`config.mk`:
```
export PLATFORM = sky130hd
export DESIGN_NAME = lis_cell
export DESIGN_NICKNAME = d
export VERILOG_FILES = /design/src/rtl/core/lis_pkg.sv /design/src/rtl/core/lis_cell.sv
export SDC_FILE = /design/constraint.sdc
export NUM_CORES = 2
export LEC_CHECK = 0
export ABC_AREA = 1
export BUFFER_PORTS_ARGS = -buffer_cell sky130_fd_sc_hd__buf_2
export CORE_MARGIN = 5
export CORE_UTILIZATION = 45
export DETAILED_ROUTE_END_ITERATION = 8
export PLACE_DENSITY = 0.6
export SLEW_MARGIN = 10
export SYNTH_ARGS = -nofsm -noshare
export SYNTH_HDL_FRONTEND = slang
export SYNTH_SLANG_ARGS = --single-unit
export TNS_END_PERCENT = 10
```
`constraint.sdc`:
```
create_clock -name clk -period 0.8 [get_ports clk]
set_input_delay 0.08 -clock clk [delete_from_list [all_inputs] [get_ports clk]]
set_output_delay 0.08 -clock clk [all_outputs]
set_load 0.05 [all_outputs]
```
`src/rtl/core/lis_pkg.sv`:
```
// ----------------------------------------------------------------------------
// lis_pkg
// Shared types and constants for the Laplace inversion sampler.
// ----------------------------------------------------------------------------
package lis_pkg;

	localparam int FRAC_BITS = 24;
	localparam logic [31:0] LN2_Q32 = 32'd2977044472;

	typedef enum logic [2:0] {
		REG_WINDOW_LOW  = 3'd0,
		REG_WINDOW_HIGH = 3'd1,
		REG_LOCATION    = 3'd2,
		REG_SCALE       = 3'd3,
		REG_APPLY_LS    = 3'd4
	} reg_idx_t;

	// Sideband that travels with each item down the chain
	typedef struct packed {
		logic       valid;
		logic       inf;
		logic       neg;
		logic [4:0] shift;
	} sb_t;

endpackage

```
`src/rtl/core/lis_cell.sv`:
```
// ----------------------------------------------------------------------------
// lis_cell
// One step of the log2 chain: square the mantissa and emit one fraction bit.
// ----------------------------------------------------------------------------
module lis_cell import lis_pkg::*; #(
	parameter int BIT_POS = 23
) (
	input  logic                 clk,
	input  logic                 arst_n,
	input  logic                 en,
	input  sb_t                  sb_in,
	input  logic [31:0]          z_in,
	input  logic [FRAC_BITS-1:0] frac_in,
	output sb_t                  sb_out,
	output logic [31:0]          z_out,
	output logic [FRAC_BITS-1:0] frac_out
);

	logic [63:0] sq;
	logic [32:0] t;
	logic        valid_q;
	logic        inf_q;
	logic        neg_q;
	logic [4:0]  shift_q;
	logic [31:0] z_q;
	logic [FRAC_BITS-1:0] frac_d;
	logic [FRAC_BITS-1:0] frac_q;

	assign sq = {32'd0, z_in} * {32'd0, z_in};
	assign t  = sq[63:31];

	// Insert this cell's fraction bit
	always_comb begin
		frac_d          = frac_in;
		frac_d[BIT_POS] = t[32];
	end

	always_ff @(posedge clk or negedge arst_n) begin
		if (!arst_n) begin
			valid_q <= 1'b0;
		end else if (en) begin
			valid_q <= sb_in.valid;
		end
	end

	// Renormalize when the square reaches two
	always_ff @(posedge clk) begin
		if (en) begin
			inf_q   <= sb_in.inf;
			neg_q   <= sb_in.neg;
			shift_q <= sb_in.shift;
			z_q     <= t[32] ? t[32:1] : t[31:0];
			frac_q  <= frac_d;
		end
	end

	assign sb_out   = '{valid: valid_q, inf: inf_q, neg: neg_q, shift: shift_q};
	assign z_out    = z_q;
	assign frac_out = frac_q;

endmodule

```
After elaboration in Yosys (flattened, before gate mapping):

Cells that the tools add are included.

* multiply operators: 1
* muxes and demuxes: 1

Operator list (number)
* $mul A32 B32 Y64: 1
* $mux W31: 1

* input port bits: 67
* bits in registers: 64
* output and inout bits: 64

Logic depth before layout (Yosys ltp):

* word-level depth: 2
* depth in mapped cells: 36

Least setup slack after synthesis:

Ideal clock, no wire load.

* path type: in2reg
* from: input port z_in[12]
* to: register z_q[20], in the netlist z_out[20], data pin
* cell stages on the path: 30
* arrival: 6506 ps
* setup slack: -5959 ps
* setup time: 252 ps
* cells stage by stage: clkbuf_1 -> clkbuf_1 -> clkbuf_1 -> nand2_1 -> fa_1 -> inv_1 -> fa_1 -> fa_1 -> inv_1 -> fa_1 -> inv_1 -> fa_1 -> inv_1 -> fa_1 -> inv_1 -> fa_1 -> fa_1 -> ha_1 -> nand2_1 -> nor2_1 -> nand2_1 -> nor2_1 -> nand2_1 -> nand2_1 -> nand2_2 -> nand3_1 -> nand2_4 -> buf_4 -> nand2_1 -> nand2_1

* longest elaborated chain between the ends: 2

RTL lines
* start: declaration: line lis_cell.sv:12 `input logic [31:0] z_in,`
* $mul A32 B32 Y64: line lis_cell.sv:29 `assign sq = {32'd0, z_in} * {32'd0, z_in};`
* $mux W31: line lis_cell.sv:52 `z_q <= t[32] ? t[32:1] : t[31:0];`
* end signal: assignment: line lis_cell.sv:52
* end: declaration: line lis_cell.sv:25 `logic [31:0] z_q;`

Every way passes these cells.
A chain may end at the register's enable or synchronous reset.

Worst setup path after layout:

* from: input port z_in[12]
* to: register z_q[5], in the netlist z_out[5], data pin

The elaborated chain is that of the path after synthesis.

==> impl_metrics.py <==
metrics = {
    "outcome": {
        "status": "finished, violations left",
        "violations": "setup timing",
    },
    "die": {
        "std_cell_rows": 100,
        "dieWidth_um": 284,
        "die_area_um2": 80800,
        "die_y_um": 284,
        "initial_core_util_pct": 45.4,
        "design.portCount": 131,
        "core_area_um2": 74600,
    },
    "clock_network": {
        "clockRootBuffer": "clkbuf_16",
        "clk_path_buf_depth": 2,
        "cts_tree": "built",
        "cts_buffers": 9,
        "h-tree-depth": 3,
        "clock-sinks": 64,
        "insertion_delay_ns": 0.34,
        "clk_pin_slew_worst_paths_ns": 0.06,
    },
    "yosys": {
        "yosys_warnings": 0,
        "synth_most_common_cell": "inv_1",
        "syn_area_per_cell_um2": 8.00,
        "netlist_area_um2": 33900,
        "synthDistinctLibCells": 36,
        "ys_ff_latch": 64,
        "synth_ff_type": "edfxtp_1",
        "syn-num-nets": 5393,
        "yosysTopAreaCellShare_pct": 46.8,
        "yosys.area.top_type": "fa_1",
        "synth_edf_count": 63,
        "synth_cells": 4235,
        "yosysSeqAreaShare_pct": 5.66,
        "async_flop_share_pct": 1.56,
        "synthTopCellsByCount": "inv_1, nand2_1, fa_1, ha_1, nor2_1",
        "synth_area_leaders": "fa_1, inv_1, nand2_1",
    },
    "sta": {
        "finalHoldViolCount": 0,
        "finalClockSkew_ns": 0,
        "fin_crit_sh_pct": 789,
        "drv_slew": 0,
        "rsz0062_at_grt": "true",
        "min_period_ns": 6.32,
        "slew-limit-headroom_pct": 75.6,
        "tns_ns": -192.72,
        "setup_ws_ns": -5.52,
        "finalSetupViolations": 97,
        "worstMarginPinSlew_ns": 0.361,
        "max_freq_mhz": 158,
    },
    "detailed_routing": {
        "wire_per_inst_um": 15.6,
        "viasPerCell": 4.63,
        "drtAntennaViolNets": 0,
        "drt_iter0_drc": 1447,
        "drt_drc_violations_left": 0,
        "dr.pass1.iters": 8,
        "wl_um": 92600,
        "dr_total_vias": 27400,
    },
    "grt": {
        "antenna_found_initial": 2,
        "first_global_vias": 29900,
        "grt_max_degree": 46,
        "overflow": 0,
        "grt_use_total_pct": 23.2,
        "grt_pass1_wl_um": 152000,
    },
    "finish": {
        "final_util_pct": 58.0,
        "final_layout_size_suffix_gt1_share_pct": 21.9,
        "fillers": 6838,
        "syn_to_final_growth_pct": 27.7,
        "nets": 6107,
    },
    "critical_path": {
        "arrival_ns": 6.41,
        "crit_path_max_incr_delay_ns": 0.57,
        "critical_path_class": "input port to flip-flop",
        "worstPathMaxFanout": 8,
        "critPathMostFrequentCell": "fa_1",
        "cp-end-kind": "flip-flop",
        "worstPathRequired_ns": 0.90,
        "regToRegStartpoint": "valid_q",
        "rr_worst_depth": 1,
        "critPathSlowestCell": "fa_1",
        "worst_setup_path_start_kind": "input port",
        "cp-startpoint": "z_in[12]",
    },
    "placement": {
        "place.gp.congestion": 0.934,
        "dpl.hpwl_um": 79100,
        "numPortBuffers": 129,
    },
    "job": {
        "drv_cap": 0,
    },
    "hold_path": {
        "hold_path_class": "input port to asynchronous set/reset pin",
    },
}
[final timing paths]
| check | slack (ns) | endpoint |
|---|---|---|
| worst min-delay path | 0.05 | valid_q |
| min in group clk | 0.20 | valid_q |
| worst max register to register | 0.04 | valid_q |
| max in group asynchronous | 0.66 | valid_q |
| worst min register to register | 0.54 | valid_q |
| worst max-delay path | -5.52 | z_out[5] |
[per-stage QoR]
step / setup WS (ns) / cell area [um2] / hold slack (ns) / std cells
after floorplan: -5.44 / 34300 / -0.216 / 4235
after global placement: -6.21 / 40300 / -0.145 / 5840
after detailed placement: -6.31 / 40300 / -0.144 / 5840
after CTS: -5.58 / 42100 / 0.0536 / 5908
after global routing: -5.72 / 43300 / 0.0541 / 5924
final: -5.52 / 43300 / 0.0538 / 5924
[placed cells by master, fill, tap and decap left out, types with 15 or more instances in the layout]
master | Yosys | final
a21oi_1 | 60 | 41
a21oi_2 | 1 | 16
buf_12 | 0 | 27
buf_2 | 0 | 35
buf_4 | 6 | 592
buf_6 | 3 | 103
dlygate4sd3_1 | 0 | 32
edfxtp_1 | 63 | 63
fa_1 | 791 | 763
fa_2 | 0 | 28
ha_1 | 300 | 275
ha_4 | 0 | 25
inv_1 | 1447 | 1410
inv_2 | 0 | 37
nand2_1 | 1118 | 1016
nand2_2 | 6 | 89
nand2_4 | 2 | 16
nand3_1 | 71 | 66
nand4_1 | 18 | 18
nor2_1 | 105 | 73
nor2_2 | 6 | 24
o21ai_0 | 17 | 17
o21bai_1 | 21 | 19
xnor2_1 | 16 | 15
xor2_1 | 33 | 33
[sequential cells by signal, indices dropped and copies added (netlist names)]
signal    flops
z_out        32
frac_out     24
shift_q       5
inf_q         1
neg_q         1
valid_q       1
[timing repair]
item	in CTS	in global routing
resized for setup	261	272
pin swaps	54	137
endpoints found under the hold margin	32	0
hold buffers	32	0
setup endpoints to repair	97	97
gates cloned	6	6
buffers inserted	14	9
[cell families after synthesis]
| group | synth area share (%) |
|---|---|
| adder cells (fa/ha/maj) | 57.8 |
| AO/OA/AOI/OAI | 1.98 |
| buffers and inverters | 17.4 |
| AND/OR/NAND/NOR | 15.8 |
| multiplexers | 0.0332 |
| XOR/XNOR | 1.27 |
| flip-flops | 5.66 |
[area by class of cell]
| cell class | instances | area, um2 | share of cell area (%) |
|---|---|---|---|
| inverter | 1449 | 5440 | 12.6 |
| clock buffer | 9 | 225 | 0.521 |
| sequential | 64 | 1920 | 4.43 |
| tap | 969 | 1210 | 2.80 |
| antenna | 1 | 2.50 | 0.00579 |
| multi-input combinational | 2616 | 27300 | 63.1 |
| clock inverter | 7 | 100 | 0.231 |
| timing repair buffer | 809 | 7050 | 16.3 |
[layer usage]
| metal | up-vias | track usage, % | wire length, um |
|---|---|---|---|
| met5 | - | 0 | 0 |
| met3 | 127 | 2.08 | 3750 |
| met2 | 568 | 42.5 | 47300 |
| li1 | 13300 | - | - |
| met1 | 13500 | 30.2 | 39100 |
| met4 | 0 | 4.70 | 2420 |
[critical path: cells and delay by family]
kind / cells / cell delay, ns
fa+ha+maj: 9 / 4.52
simple gates: 12 / 1.03
buf+inv: 9 / 0.76
Power is left out: the tool's default activity adds up to more than one toggle a clock period on the data nets, which glitch-free logic cannot reach.
