--- config.mk ---
export PLATFORM = sky130hd
export DESIGN_NAME = lis_front
export DESIGN_NICKNAME = d
export VERILOG_FILES = /design/src/rtl/core/lis_pkg.sv /design/src/rtl/core/lis_front.sv
export SDC_FILE = /design/constraint.sdc
export NUM_CORES = 2
export LEC_CHECK = 0
export ABC_AREA = 0
export BUFFER_PORTS_ARGS = -buffer_cell sky130_fd_sc_hd__buf_4
export CAP_MARGIN = 20
export CORE_AREA = 3 3 301 244
export DETAILED_ROUTE_END_ITERATION = 8
export DIE_AREA = 0 0 304 247
export HOLD_SLACK_MARGIN = 0.1
export PLACE_DENSITY = 0.93
export SLEW_MARGIN = 20
export SYNTH_ARGS = -nofsm -noshare
export SYNTH_HDL_FRONTEND = slang
export SYNTH_SLANG_ARGS = --single-unit
--- constraint.sdc ---
create_clock -name clk -period 6.25 [get_ports clk]
set_clock_uncertainty 0.15 [all_clocks]
set_input_delay 0.9375 -clock clk [delete_from_list [all_inputs] [get_ports clk]]
set_output_delay 0.9375 -clock clk [all_outputs]
set_load 0.03 [all_outputs]
--- src/rtl/core/lis_pkg.sv ---
// ----------------------------------------------------------------------------
// lis_pkg
// Shared types and constants for the Laplace inversion sampler.
// ----------------------------------------------------------------------------
package lis_pkg;

	localparam int FRAC_BITS = 24;
	localparam logic [31:0] LN2_Q32 = 32'd2977044472;

	typedef enum logic [2:0] {
		REG_WINDOW_LOW  = 3'd0,
		REG_WINDOW_HIGH = 3'd1,
		REG_LOCATION    = 3'd2,
		REG_SCALE       = 3'd3,
		REG_APPLY_LS    = 3'd4
	} reg_idx_t;

	// Sideband that travels with each item down the chain
	typedef struct packed {
		logic       valid;
		logic       inf;
		logic       neg;
		logic [4:0] shift;
	} sb_t;

endpackage

--- src/rtl/core/lis_front.sv ---
// ----------------------------------------------------------------------------
// lis_front
// Maps the sample into the window, folds it around one half and normalizes
// the mantissa for the log chain. Three stages.
// ----------------------------------------------------------------------------
module lis_front import lis_pkg::*; #(
	parameter int UNIFORM_BITS = 32
) (
	input  logic        clk,
	input  logic        arst_n,
	input  logic        en,
	input  logic        in_valid,
	input  logic [31:0] sample,
	input  logic [32:0] window_low,
	input  logic [32:0] window_high,
	output sb_t         sb,
	output logic [31:0] z
);

	localparam logic [63:0] UMASK = (64'd1 << UNIFORM_BITS) - 64'd1;

	logic        fwd;
	logic [32:0] span;
	logic [31:0] u;
	logic        valid_s1, fwd_s1;
	logic [64:0] prod_s1;
	logic [32:0] low_s1;
	logic [64:0] prod_shr;
	logic [32:0] off;
	logic [33:0] w;
	logic        valid_s2, inf_s2, neg_s2;
	logic [31:0] v_s2;
	logic [4:0]  top;
	logic [4:0]  shift;
	logic        valid_s3, inf_s3, neg_s3;
	logic [4:0]  shift_s3;
	logic [31:0] z_s3;

	assign fwd  = window_high >= window_low;
	assign span = fwd ? window_high - window_low : window_low - window_high;
	assign u    = sample & UMASK[31:0];

	// Scale the sample across the window span
	always_ff @(posedge clk or negedge arst_n) begin
		if (!arst_n) begin
			valid_s1 <= 1'b0;
		end else if (en) begin
			valid_s1 <= in_valid;
		end
	end

	always_ff @(posedge clk) begin
		if (en) begin
			prod_s1 <= {33'd0, u} * {32'd0, span};
			low_s1  <= window_low;
			fwd_s1  <= fwd;
		end
	end

	// Offset from the low bound and fold to the lower half
	assign prod_shr = prod_s1 >> UNIFORM_BITS;
	assign off      = prod_shr[32:0];
	assign w        = fwd_s1 ? {1'b0, low_s1} + {1'b0, off} : {1'b0, low_s1} - {1'b0, off};

	always_ff @(posedge clk or negedge arst_n) begin
		if (!arst_n) begin
			valid_s2 <= 1'b0;
		end else if (en) begin
			// drop a zero draw
			valid_s2 <= valid_s1 && (w != 34'd0);
		end
	end

	always_ff @(posedge clk) begin
		if (en) begin
			inf_s2 <= w[33:32] != 2'd0;
			neg_s2 <= w <= 34'h080000000;
			v_s2   <= (w <= 34'h080000000) ? w[31:0] : 32'(34'h100000000 - w);
		end
	end

	// Normalize: find the top set bit
	always_comb begin
		top = 5'd0;
		for (int i = 0; i < 32; i++) begin
			if (v_s2[i]) begin
				top = 5'(i);
			end
		end
	end
	assign shift = 5'd31 - top;

	always_ff @(posedge clk or negedge arst_n) begin
		if (!arst_n) begin
			valid_s3 <= 1'b0;
		end else if (en) begin
			valid_s3 <= valid_s2;
		end
	end

	always_ff @(posedge clk) begin
		if (en) begin
			inf_s3   <= inf_s2;
			neg_s3   <= neg_s2;
			shift_s3 <= shift;
			z_s3     <= v_s2 << shift;
		end
	end

	assign sb = '{valid: valid_s3, inf: inf_s3, neg: neg_s3, shift: shift_s3};
	assign z  = z_s3;

endmodule

==> results of run 1 <==
## synth_stat cells, types with 29 or more instances
master    count
mux2_2       29
nand4_1      31
xnor2_1      72
mux2i_1      57
a21oi_1     201
o21bai_1     32
and2_1      478
nor2b_1      38
nand3_1      39
nand2_1     640
inv_1      1058
a21o_1       84
ha_1        361
clkbuf_1    233
edfxtp_1    140
or3b_2       32
fa_1        928
nor3_1       38
o21ai_0      92
nor2_1      147
nor3b_1      37
xor2_1       67
## through the flow
stage	hold WS (ns)	instance area (µm²)	std cells	worst slack (ns)
after floorplan	0.250	48100	5259	-3.72
after global placement	0.253	54900	6735	-4.77
after detailed placement	0.255	54900	6735	-5.40
after CTS	0.272	57200	6846	-4.27
## cell families after synthesis
logic type                 share of synthesized area [%]
muxes                                               1.95
buffers and inverters                               10.7
and+or+nand+nor                                     17.4
adders and majority gates                           48.9
xor gates and xnor gates                            2.58
AOI/OAI and AO/OA                                   9.31
DFF                                                 9.07
## what timing repair did
item,in CTS
pin swaps,109
setup endpoints to repair,33
gates resized for setup,209
hold buffers,1
cloned,3
endpoints found under the hold margin,3
buffers inserted,76
## routing by layer
layer / global-route usage, % / overflow
met2: 86.6 / 120
met4: 75.8 / 111
met3: 73.3 / 16
met5: 55.0 / 2
met1: 75.3 / 17
==> flow_summary.json, run 1 <==
{
  "seq_area_frac_synth_pct": 9.07,
  "grt_max_degree": 78,
  "io_buffers": 141,
  "error": "[ERROR GRT-0116] Global routing finished with congestion. Check the congestion regions in the DRC Viewer.",
  "grt_remaining_overflow": 266,
  "first_global_vias": 62940,
  "yosysTopAreaCellShare_pct": 39.4,
  "place_hpwl_mm": 134,
  "synth.distinct_cells": 98,
  "die_height_um": 247,
  "die_x_um": 304,
  "ys.flop_type": "edfxtp_1",
  "lastStage": "global routing",
  "gp_congestion": 1.07,
  "fp-row-count": 87,
  "yosys.area.top_type": "fa_1",
  "outcome": "stopped before the end",
  "syn-num-nets": 6650,
  "syn_inst": 5259,
  "ys_warn_count": 0,
  "clkSinkCount": 143,
  "synth.area.top_cells": "fa_1 (39%), ha_1 (9.6%), edfxtp_1 (8.9%), inv_1 (8.4%), and2_1 (6.3%)",
  "ctsHtreeMaxLevel": 4,
  "clockRootBuffer": "clkbuf_16",
  "grt_pass1_wl_mm": 431,
  "initial_core_util_pct": 67.0,
  "async_flop_share_pct": 2.10,
  "io_pins": 142,
  "syn_area_um2": 47200,
  "synth-seq-cells": 143,
  "clockBufferDepth": 2,
  "synth_edf_count": 140,
  "syn_area_per_cell_um2": 8.97,
  "groute.usage.overall_pct": 77.6,
  "cts_buffers": 17
}
==> inputs of run 2 (changes only) <==
- CORE_AREA: 3 3 301 244 -> 3 3 348 350
- DIE_AREA: 0 0 304 247 -> 0 0 351 353
- HOLD_SLACK_MARGIN: 0.1 -> not set
- PLACE_DENSITY: 0.93 -> not set
- PLACE_DENSITY_LB_ADDON: not set -> 0.15
==> flow_summary.json, run 2 <==
{
  "drt-pass1-iter-count": 5,
  "fin_nets": 7349,
  "syn-num-nets": 6650,
  "fin_area_um2": 59300,
  "cp_top_family": "adder cells",
  "startpoint": "window_high[0]",
  "worstReg2RegEnd": "v_s2[19]$_DFFE_PP_",
  "seqCellArea_um2": 4280,
  "clkSinkCount": 143,
  "io_pins": 142,
  "setup_viol": 33,
  "holdBufCountCts": 0,
  "path_buf_inv": 11,
  "wire_per_inst_um": 19.8,
  "reg.largest.list": "low_s1 x33, prod_s1 x33",
  "period_share_pct": 167,
  "maxCapViolCount": 0,
  "drcViolationCount": 0,
  "ys_warn_count": 0,
  "cts_buffers": 17,
  "synth_edf_count": 140,
  "die_height_um": 353,
  "syn_area_um2": 47200,
  "yosys.area.top_type": "fa_1",
  "finalWorstSetupSlack_ns": -4.17,
  "die_x_um": 351,
  "rsz0062_at_grt": "true",
  "routed_wl_mm": 148,
  "first_global_vias": 40931,
  "grt_max_degree": 87,
  "ctsHtreeMaxLevel": 4,
  "avgViaCountPerCell": 5.11,
  "hold_path_class": "in -> async",
  "required_ns": 6.39,
  "syn_inst": 5259,
  "core_um2": 118000,
  "drtIter0Drc": 2196,
  "path_common_cell": "fa_1",
  "worst_skew_pair.late_latency_ns": 0.46,
  "antenna_found_initial": 3,
  "clk_pin_slew_ns": 0.07,
  "synth.most_common_cell": "inv_1",
  "fin_crit_ns": 10.42,
  "layout-drive-gt1-share_pct": 23.8,
  "seq_area_frac_synth_pct": 9.07,
  "clockBufferDepth": 2,
  "clockRootBuffer": "clkbuf_16",
  "syn_area_per_cell_um2": 8.97,
  "cp-end-kind": "register",
  "fmax_ghz": 0.0960,
  "slew_viol_final": 0,
  "mostFrequentLayoutCells": "inv_1 (1,020), fa_1 (885), buf_4 (830)",
  "gp_congestion": 0.940,
  "synth.distinct_cells": 98,
  "r2r-start": "prod_s1[41]$_DFFE_PP_",
  "finalHoldViolCount": 0,
  "criticalPathCategory": "in -> reg",
  "place_area_um2": 56400,
  "worstMarginPinSlew_ns": 0.989,
  "worst_ep_arrival_time_ns": 10.56,
  "slowest_delay_ns": 0.56,
  "area_growth_pct": 25.6,
  "final_common_cell": "inv_1",
  "slew-limit-headroom_pct": 33.2,
  "rr_worst_depth": 20,
  "io_buffers": 141,
  "die_area_um2": 124000,
  "r2r_slack_ns": 0.27,
  "fp-row-count": 126,
  "place_hpwl_mm": 126,
  "synth_common_cells": "inv_1 (1,058), fa_1 (928), nand2_1 (640), and2_1 (478), ha_1 (361)",
  "synth-seq-cells": 143,
  "grt_pass1_wl_mm": 232,
  "crit_fanout": 8,
  "violations": "negative setup slack",
  "async_flop_share_pct": 2.10,
  "antenna_left": 0,
  "initial_core_util_pct": 40.0,
  "synth.area.top_cells": "fa_1 (39%), ha_1 (9.6%), edfxtp_1 (8.9%), inv_1 (8.4%), and2_1 (6.3%)",
  "vias": 38392,
  "outcome": "complete, but fails checks",
  "yosysTopAreaCellShare_pct": 39.4,
  "cpMaxStageDelayCell": "fa_1",
  "cts_tree": "built",
  "groute.usage.overall_pct": 24.1,
  "critPathLaunchType": "input port",
  "multi_input_area_um2": 40100,
  "ys.flop_type": "edfxtp_1",
  "fill_cells": 11145,
  "grt_remaining_overflow": 0
}
[run 2: cell counts after synthesis]
No cell type changed its count.
[run 2: routing by layer]
layer  track usage [%]  part of all wire (%)
met5                 0                     0
met4              5.06                   2.5
met3              1.48                   3.2
met2              43.0                    51
met1              32.1                    43
[run 2: area by class of cell]
| cell class | instances | share of cell area (%) |
|---|---|---|
| multi-input cells | 3784 | 67.7 |
| repair buffers | 952 | 14.1 |
| clock inverters | 14 | 0.222 |
| well taps | 1536 | 3.24 |
| clock buffers | 18 | 0.724 |
| flip-flops and latches | 143 | 7.22 |
| inverters | 1060 | 6.75 |
| diodes | 4 | 0.0169 |
[run 2: stage by stage]
stage	worst slack, ns	hold slack (ns)	util (%)	cells	setup TNS [ns]
after global routing	-4.52	0.0813	50.2	7507	-142.91
after detailed placement	-5.12	0.256	47.7	7383	-159.73
after floorplan	-3.72	0.250	-	5259	-118.12
after CTS	-4.17	0.0709	49.2	7469	-131.93
final	-4.17	0.101	50.2	7511	-131.53
after global placement	-4.99	0.251	47.7	7383	-155.74
[run 2: worst max path at each step]
stage | to | slack [ns] | depth (start not counted)
4_1_cts | prod_s1[57]$_DFFE_PP_ | -4.17 | 39
3_5_place_dp | prod_s1[56]$_DFFE_PP_ | -5.12 | 39
2_1_floorplan | prod_s1[57]$_DFFE_PP_ | -3.72 | 37
3_3_place_gp | prod_s1[56]$_DFFE_PP_ | -4.99 | 41
5_1_grt | prod_s1[58]$_DFFE_PP_ | -4.52 | 43
6_report | prod_s1[58]$_DFFE_PP_ | -4.17 | 42
[run 2: what timing repair did]
action | 4_1_cts | 5_1_grt
buffers inserted | 54 | 38
setup endpoints to repair | 36 | 64
gates cloned | 2 | 6
resized for setup | 148 | 160
pin swaps | 90 | 112
[run 2: cells by family (layout without fill, tap and decap cells)]
kind of cell             Yosys count  in the layout  synth area share, %
adder cells (fa/ha/maj)         1289           1289                 48.9
buffers and inverters           1332           2044                 10.7
AND/OR/NAND/NOR                 1606           1606                 17.4
flip-flops                       143            143                 9.07
AO/OA/AOI/OAI                    663            663                 9.31
other                              0              4                    0
XOR/XNOR                         139            139                 2.58
multiplexers                      87             87                 1.95
[run 2: worst register-to-register path, cell delays in order (launching register included)]
cell	delay, ns
edfxtp_1	0.51
or4_1	0.56
or3_4	0.37
nor4_1	0.36
buf_4	0.24
a21oi_1	0.12
xnor2_2	0.18
ha_1	0.32
buf_4	0.16
nand2_1	0.08
o21a_1	0.20
o21ai_0	0.34
a221oi_1	0.18
o211a_4	0.20
xnor2_1	0.34
o211ai_1	0.26
nor4_4	0.44
a31oi_2	0.16
buf_12	0.20
o22ai_1	0.20
xnor2_1	0.10
Power of run 2 is not shown: default switching activity piles up to over one toggle a cycle in this logic, so the estimate is an artifact.
