### config.mk
export PLATFORM = sky130hd
export DESIGN_NAME = lis_back
export DESIGN_NICKNAME = d
export VERILOG_FILES = /design/src/rtl/core/lis_pkg.sv /design/src/rtl/core/lis_back.sv
export SDC_FILE = /design/constraint.sdc
export NUM_CORES = 2
export LEC_CHECK = 0
export BUFFER_PORTS_ARGS = -buffer_cell sky130_fd_sc_hd__buf_2
export CAP_MARGIN = 10
export CORE_UTILIZATION = 65
export CTS_CLUSTER_SIZE = 20
export DETAILED_ROUTE_END_ITERATION = 10
export PLACE_DENSITY = 0.92
export REMOVE_ABC_BUFFERS = 1
export SLEW_MARGIN = 10
export SYNTH_ARGS = -nofsm -noshare
export SYNTH_HDL_FRONTEND = slang
export SYNTH_SLANG_ARGS = --single-unit
### constraint.sdc
create_clock -name clk -period 10.7 [get_ports clk]
set_input_delay 1.07 -clock clk [delete_from_list [all_inputs] [get_ports clk]]
set_output_delay 1.07 -clock clk [all_outputs]
set_load 0.01 [all_outputs]
### src/rtl/core/lis_pkg.sv
// ----------------------------------------------------------------------------
// lis_pkg
// Shared types and constants for the Laplace inversion sampler.
// ----------------------------------------------------------------------------
package lis_pkg;

	localparam int FRAC_BITS = 24;
	localparam logic [31:0] LN2_Q32 = 32'd2977044472;

	typedef enum logic [2:0] {
		REG_WINDOW_LOW  = 3'd0,
		REG_WINDOW_HIGH = 3'd1,
		REG_LOCATION    = 3'd2,
		REG_SCALE       = 3'd3,
		REG_APPLY_LS    = 3'd4
	} reg_idx_t;

	// Sideband that travels with each item down the chain
	typedef struct packed {
		logic       valid;
		logic       inf;
		logic       neg;
		logic [4:0] shift;
	} sb_t;

endpackage

### src/rtl/core/lis_back.sv
// ----------------------------------------------------------------------------
// lis_back
// Converts log2 to ln, applies mode, location and scale, and saturates.
// ----------------------------------------------------------------------------
module lis_back import lis_pkg::*; (
	input  logic                 clk,
	input  logic                 arst_n,
	input  logic                 en,
	input  sb_t                  sb,
	input  logic [FRAC_BITS-1:0] frac,
	input  logic signed [31:0]   location,
	input  logic [30:0]          scale,
	input  logic                 apply_ls,
	output logic                 res_valid,
	output logic [31:0]          res_variate,
	output logic                 res_sat
);

	logic [28:0] l2;
	logic        valid_b1, inf_b1, neg_b1;
	logic [60:0] lnp_b1;
	logic [61:0] lnr;
	logic [28:0] mag;
	logic        valid_b2, inf_b2, neg_b2;
	logic [59:0] sp_b2;
	logic [20:0] m16_b2;
	logic [59:0] spr;
	logic [35:0] m;
	logic signed [37:0] val;
	logic        valid_b3, sat_b3;
	logic [31:0] var_b3;

	assign l2 = {sb.shift, 24'd0} - {5'd0, frac};

	// Multiply by ln 2
	always_ff @(posedge clk or negedge arst_n) begin
		if (!arst_n) begin
			valid_b1 <= 1'b0;
			valid_b2 <= 1'b0;
			valid_b3 <= 1'b0;
		end else if (en) begin
			valid_b1 <= sb.valid;
			valid_b2 <= valid_b1;
			valid_b3 <= valid_b2;
		end
	end

	always_ff @(posedge clk) begin
		if (en) begin
			lnp_b1 <= {32'd0, l2} * {29'd0, LN2_Q32};
			inf_b1 <= sb.inf;
			neg_b1 <= sb.neg;
		end
	end

	// Round ln magnitude, then scale
	assign lnr = {1'b0, lnp_b1} + 62'h080000000;
	assign mag = lnr[60:32];

	always_ff @(posedge clk) begin
		if (en) begin
			sp_b2  <= {29'd0, scale} * {31'd0, mag};
			m16_b2 <= 21'(({1'b0, mag} + 30'd128) >> 8);
			inf_b2 <= inf_b1;
			neg_b2 <= neg_b1;
		end
	end

	// Apply location in location/scale mode, and saturate
	assign spr = sp_b2 + 60'h800000;
	assign m   = spr[59:24];

	always_comb begin
		if (apply_ls) begin
			val = 38'(location) + (neg_b2 ? -$signed({2'b0, m}) : $signed({2'b0, m}));
		end else begin
			val = neg_b2 ? -$signed({17'd0, m16_b2}) : $signed({17'd0, m16_b2});
		end
	end

	always_ff @(posedge clk) begin
		if (en) begin
			if (inf_b2 || val > 38'sh7FFFFFFF) begin
				var_b3 <= 32'h7FFFFFFF;
				sat_b3 <= 1'b1;
			end else if (val < -38'sh80000000) begin
				var_b3 <= 32'h80000000;
				sat_b3 <= 1'b1;
			end else begin
				var_b3 <= val[31:0];
				sat_b3 <= 1'b0;
			end
		end
	end

	assign res_valid   = valid_b3;
	assign res_variate = var_b3;
	assign res_sat     = sat_b3;

endmodule

After elaboration in Yosys (flattened, before gate mapping). Cells that the tools add are included.

Multiplexer cells: 5. Order comparisons: 2. Reductions and logical operators: 1. Multipliers: 2. $add $sub $neg: 7.

Operator list (number): $mux 38 (3); $add 61x32->61 const B (1); $add 60x24->60 const B (1); $mul 31x29->60 (1); $mul 29x29->58 const B (1); $add 32x38->38 (1); $gt 38x32->1 const B (1); $lt 38x32->1 const B (1); $neg 21->38 (1); $neg 36->38 (1); $mux 32 (1); $add 29x8->29 const B (1); $sub 29x24->29 (1); $logic_or 1x1->1 (1); $mux 1 (1).

Register bits: 179. Input bits: 99. Logic and storage cells: 29. Output and inout port bits: 34.

Depth between registers and ports, before layout.
Depth after elaboration: 7. Depth in mapped cells: 36. Depth with buffers taken out: 35.

Worst setup path before layout. No wires, ideal clock.

Kind: input -> register. From: input port frac[8]. To: register lnp_b1[53], data pin. Stages: 32. Required time: 10.435 ns. Setup slack: 0.250 ns. Arrival time: 10.185 ns. Path buffers: 0. Setup time: 0.265 ns. Cell sequence: or4_1 -> or4_1 -> nor2_1 -> nand2_1 -> nor2_1 -> nor2_1 -> xor2_1 -> inv_1 -> fa_1 -> inv_1 -> fa_1 -> inv_1 -> fa_1 -> fa_1 -> inv_1 -> fa_1 -> inv_1 -> fa_1 -> inv_1 -> fa_1 -> fa_1 -> ha_1 -> a21o_1 -> a21o_1 -> a22o_1 -> a311oi_1 -> a21oi_1 -> a41oi_1 -> o21ai_0 -> a221oi_1 -> o21ai_0 -> xor2_1.

Word-level cells in the longest chain between the ends: 2.

Ends and longest elaborated chain: from (decl) (line lis_back.sv:10) `input logic [FRAC_BITS-1:0] frac,`; $sub 29x24->29 (line lis_back.sv:33) `assign l2 = {sb.shift, 24'd0} - {5'd0, frac};`; $mul 29x29->58 (line lis_back.sv:50) `lnp_b1 <= {32'd0, l2} * {29'd0, LN2_Q32};`; to (signal assigned) (line lis_back.sv:50); to (decl) (line lis_back.sv:21) `logic [60:0] lnp_b1;`.

No other way between the ends. A chain may end at the register's enable or synchronous reset.

Final worst setup path.
From: register lnp_b1[32]. To: register sp_b2[59], data pin.

Word-level cells in the longest chain between the ends: 2.

Ends and longest elaborated chain: $add 61x32->61 (line lis_back.sv:57) `assign lnr = {1'b0, lnp_b1} + 62'h080000000;`; $mul 31x29->60 (line lis_back.sv:62) `sp_b2 <= {29'd0, scale} * {31'd0, mag};`; to (signal assigned) (line lis_back.sv:62); to (decl) (line lis_back.sv:25) `logic [59:0] sp_b2;`.

No other way between the ends.

==> impl_summary.txt <==
----------------------------------------------------
[Status]
  Result of the run ... finished clean

[Synthesis]
  Largest area contributor in the netlist ... sky130_fd_sc_hd__fa_1
  Mean instance size in the synthesized netlist ... between 9 and 10 µm²
  Synth unique cells ... 88
  Warning count from the yosys run ... 0
  Count of flip-flops with a built-in enable after synthesis ... about 130
  Async set or reset register ratio after synthesis ... under 10%
  Part of the Yosys area used for sequential elements ... ~7.2%
  Mapped Area ... 52850 µm²
  Top cells by area, synth ... sky130_fd_sc_hd__fa_1 42%, sky130_fd_sc_hd__ha_1 14%, sky130_fd_sc_hd__inv_1 9.4%
  Commonest register cell after synthesis ... sky130_fd_sc_hd__edfxtp_1
  Proportion of netlist area held by the largest area contributor ... 41.71%
  Most numerous cell types in the synthesized netlist ... 1330 x sky130_fd_sc_hd__inv_1, 1101 x sky130_fd_sc_hd__fa_1, 628 x sky130_fd_sc_hd__nand2_1, 606 x sky130_fd_sc_hd__ha_1, 431 x sky130_fd_sc_hd__and2_1
  Gate count of the mapped netlist ... 5719
  Number of synthesized register bits ... 128
  Leading cell type by number of instances after synthesis ... sky130_fd_sc_hd__inv_1

[STA]
  Post-Route Setup TNS ... 0 ps
  Number of slew-limit violations in the final report ... 0
  Final hold violation count ... 0
  Count of final setup violators ... 0
  Peak Freq ... 97.44 MHz
  Setup repair after global routing missed its margin ... no
  Period minus WS final ... roughly 10000 ps
  Worst hold margin ... between 400 and 500 ps
  Transition at the pin with the smallest max-transition slack ... 1217 ps
  Post-route clock period utilization ... 95.92%
  Slew margin rel. ... a little under a fifth
  Final Skew ... between 15 and 20 ps

[Detailed routing]
  Via count ... 41396
  Via density per instance ... slightly above 6
  Post-route antenna net violation count ... 0
  Drt pass-1 iters ... 11
  Post-DR wirelength/cell ... 21.27 µm
  Initial DRC count ... 4251
  Routed wire length ... ~140000 µm
  DRC errors left ... 0

[CTS]
  Setup Buffers After CTS ... 0
  Clock slew at reported path FFs ... ~60 ps
  H-tree levels ... 4
  Clk Latency, worst-skew pair ... between 400 and 500 ps
  Number of instances resized during post-cts repair ... 0
  Largest buffer count on any clock path ... 2
  CTS tree ... yes
  Clock tree root driver cell ... sky130_fd_sc_hd__clkbuf_16
  Hold buffer count at CTS ... 0
  Number of buffers created by CTS ... 17
  Number of sinks on the clock net ... approximately 130

[Placed design]
  DP Wirelength ... approximately 120000 µm
  Placed Instance Area ... approximately 55000 µm²
  Cell count after placement ... about 6800
  Final weighted congestion of routability-driven global placement ... ~1.0
  Count of input and output buffers ... roughly 130

[Worst setup path]
  Category of the critical setup timing path ... flop to flop
  Arrival time of data at the critical path endpoint ... 10450 ps
  Dominant cell type by count on the critical path ... sky130_fd_sc_hd__fa_1
  Critical path endpoint category ... flop
  Slowest-stage cell, CP ... sky130_fd_sc_hd__xnor2_2
  Critical Path Max Stage Delay ... between 700 and 800 ps
  Highest net fanout along the worst path ... 13
  Data required, critical path ... around 11000 ps
  Crit start category ... flop

[Die]
  Die Height ... approximately 290 µm
  Num ports ... ~130
  Initial cell density of the core ... about two thirds
  Core region area ... 80550 µm²
  Count of standard-cell rows ... about 100
  Total die area ... about 82000 µm²
  Die W ... ~290 µm

[GRT]
  Overall overflow remaining after global route ... 0
  Initial antenna violation count ... 3
  Maximum number of pins on one net before global-route repair ... 78
  Number of global-route vias before repair ... around 45000
  Global-route wire length before repair ... around 230000 µm
  Total routing resource utilization after global routing ... between 30 and 40%

[Cells and area]
  Register cell area after layout ... about 3800 µm²
  Layout Area Growth over Synthesis ... 5.043%
  Share of cells above drive strength 1 ... around 5.6%
  Final nets ... 7531
  Final instance area ... 55510 µm²
  Multi-input gate area ... between 40000 and 50000 µm²
  Non-filler cells, final ... 6799
  Count of fill cells added during filler insertion ... 5499

[Run]
  Maxcap violations ... 0

[Min path]
  Type of the most critical hold path ... input port to asynchronous set/reset pin

----------------------------------------------------
registers in the layout, summed over array words and instances (netlist names):
name         flops
res_sat          1
sp_b2           37
inf_b2           1
neg_b1           1
valid_b1         1
inf_b1           1
res_variate     32
res_valid        1
m16_b2          21
valid_b2         1
lnp_b1          30
neg_b2           1
placed cells by master (no fill, tap or decap), types with 21 or more instances in the layout:
| cell type | netlist | layout |
|---|---|---|
| sky130_fd_sc_hd__nor2_1 | 138 | 138 |
| sky130_fd_sc_hd__a21o_1 | 86 | 86 |
| sky130_fd_sc_hd__xor2_1 | 108 | 101 |
| sky130_fd_sc_hd__buf_4 | 3 | 86 |
| sky130_fd_sc_hd__ha_1 | 606 | 606 |
| sky130_fd_sc_hd__buf_2 | 6 | 131 |
| sky130_fd_sc_hd__inv_1 | 1330 | 1330 |
| sky130_fd_sc_hd__nand3_1 | 65 | 65 |
| sky130_fd_sc_hd__nand2_1 | 628 | 628 |
| sky130_fd_sc_hd__o21ai_1 | 26 | 26 |
| sky130_fd_sc_hd__a21oi_1 | 152 | 152 |
| sky130_fd_sc_hd__or3_1 | 21 | 21 |
| sky130_fd_sc_hd__edfxtp_1 | 125 | 125 |
| sky130_fd_sc_hd__o21ai_0 | 94 | 94 |
| sky130_fd_sc_hd__nand4_1 | 44 | 44 |
| sky130_fd_sc_hd__fa_1 | 1101 | 1101 |
| sky130_fd_sc_hd__a31oi_1 | 22 | 22 |
| sky130_fd_sc_hd__xnor2_1 | 174 | 153 |
| sky130_fd_sc_hd__and3_1 | 26 | 26 |
| sky130_fd_sc_hd__nor3_1 | 36 | 36 |
| sky130_fd_sc_hd__and2_1 | 431 | 431 |
layout make-up:
type	count	share of cell area [%]
clock inverter	14	0.1916
clock buffer	18	0.7731
inverter	1330	8.993
multi-input combinational	4027	78.28
tap	1060	2.389
timing repair buffer	221	2.473
sequential	128	6.897
antenna	1	0.004508
logic make-up (layout without fill, tap and decap cells):
kind of cell	Yosys count	after routing	share of synthesized area, %
mux	8	8	0.1657
compound gates	537	537	6.589
xor+xnor	283	284	4.716
flops	128	128	7.245
fa+ha+maj	1707	1707	56.06
simple gates	1491	1491	14.04
other cells	0	1	0
buf+inv	1565	1583	11.19
per-layer routing:
metal  track usage (%)  routed length (µm)  vias up
li1                  -                   -    17500
met1             43.16               49840    20243
met2             60.32               69590     2847
met3             7.659               15880      804
met4             19.07                9290        2
met5                 0                  13        -
path summary, 6_finish.rpt:
path,start,endpoint,slack (ps),cells past startpoint
min in group clk,neg_b1$_DFFE_PP_,neg_b2$_DFFE_PP_,430,0
worst max register to register,lnp_b1[32]$_DFFE_PP_,sp_b2[59]$_DFFE_PP_,440,32
max in group asynchronous,arst_n,valid_b1$_DFFE_PN0P_,10190,1
worst max-delay path,lnp_b1[32]$_DFFE_PP_,sp_b2[59]$_DFFE_PP_,440,32
worst min register to register,neg_b1$_DFFE_PP_,neg_b2$_DFFE_PP_,430,0
worst min-delay path,arst_n,valid_b2$_DFFE_PN0P_,410,1
worst max-delay path: cells and delay by family (launching register included):
family | cells | cell delay, ps
AOI/OAI and AO/OA | 6 | 1210
xor gates and xnor gates | 2 | 890
adders and majority gates | 10 | 4590
buffers and inverters | 6 | 980
DFF | 1 | 360
and+or+nand+nor | 8 | 1970
metrics by stage:
| stage | setup WS, ps | util (%) |
|---|---|---|
| after floorplan | 249.5 | - |
| after global placement | 243.9 | 68.19 |
| after detailed placement | -114.1 | 68.19 |
| after CTS | 335.3 | 68.86 |
| after global routing | 32.39 | 68.92 |
| final | 437.0 | 68.92 |
Power is left out: the tool's default activity adds up to more than one toggle a clock period on the data nets, which glitch-free logic cannot reach.
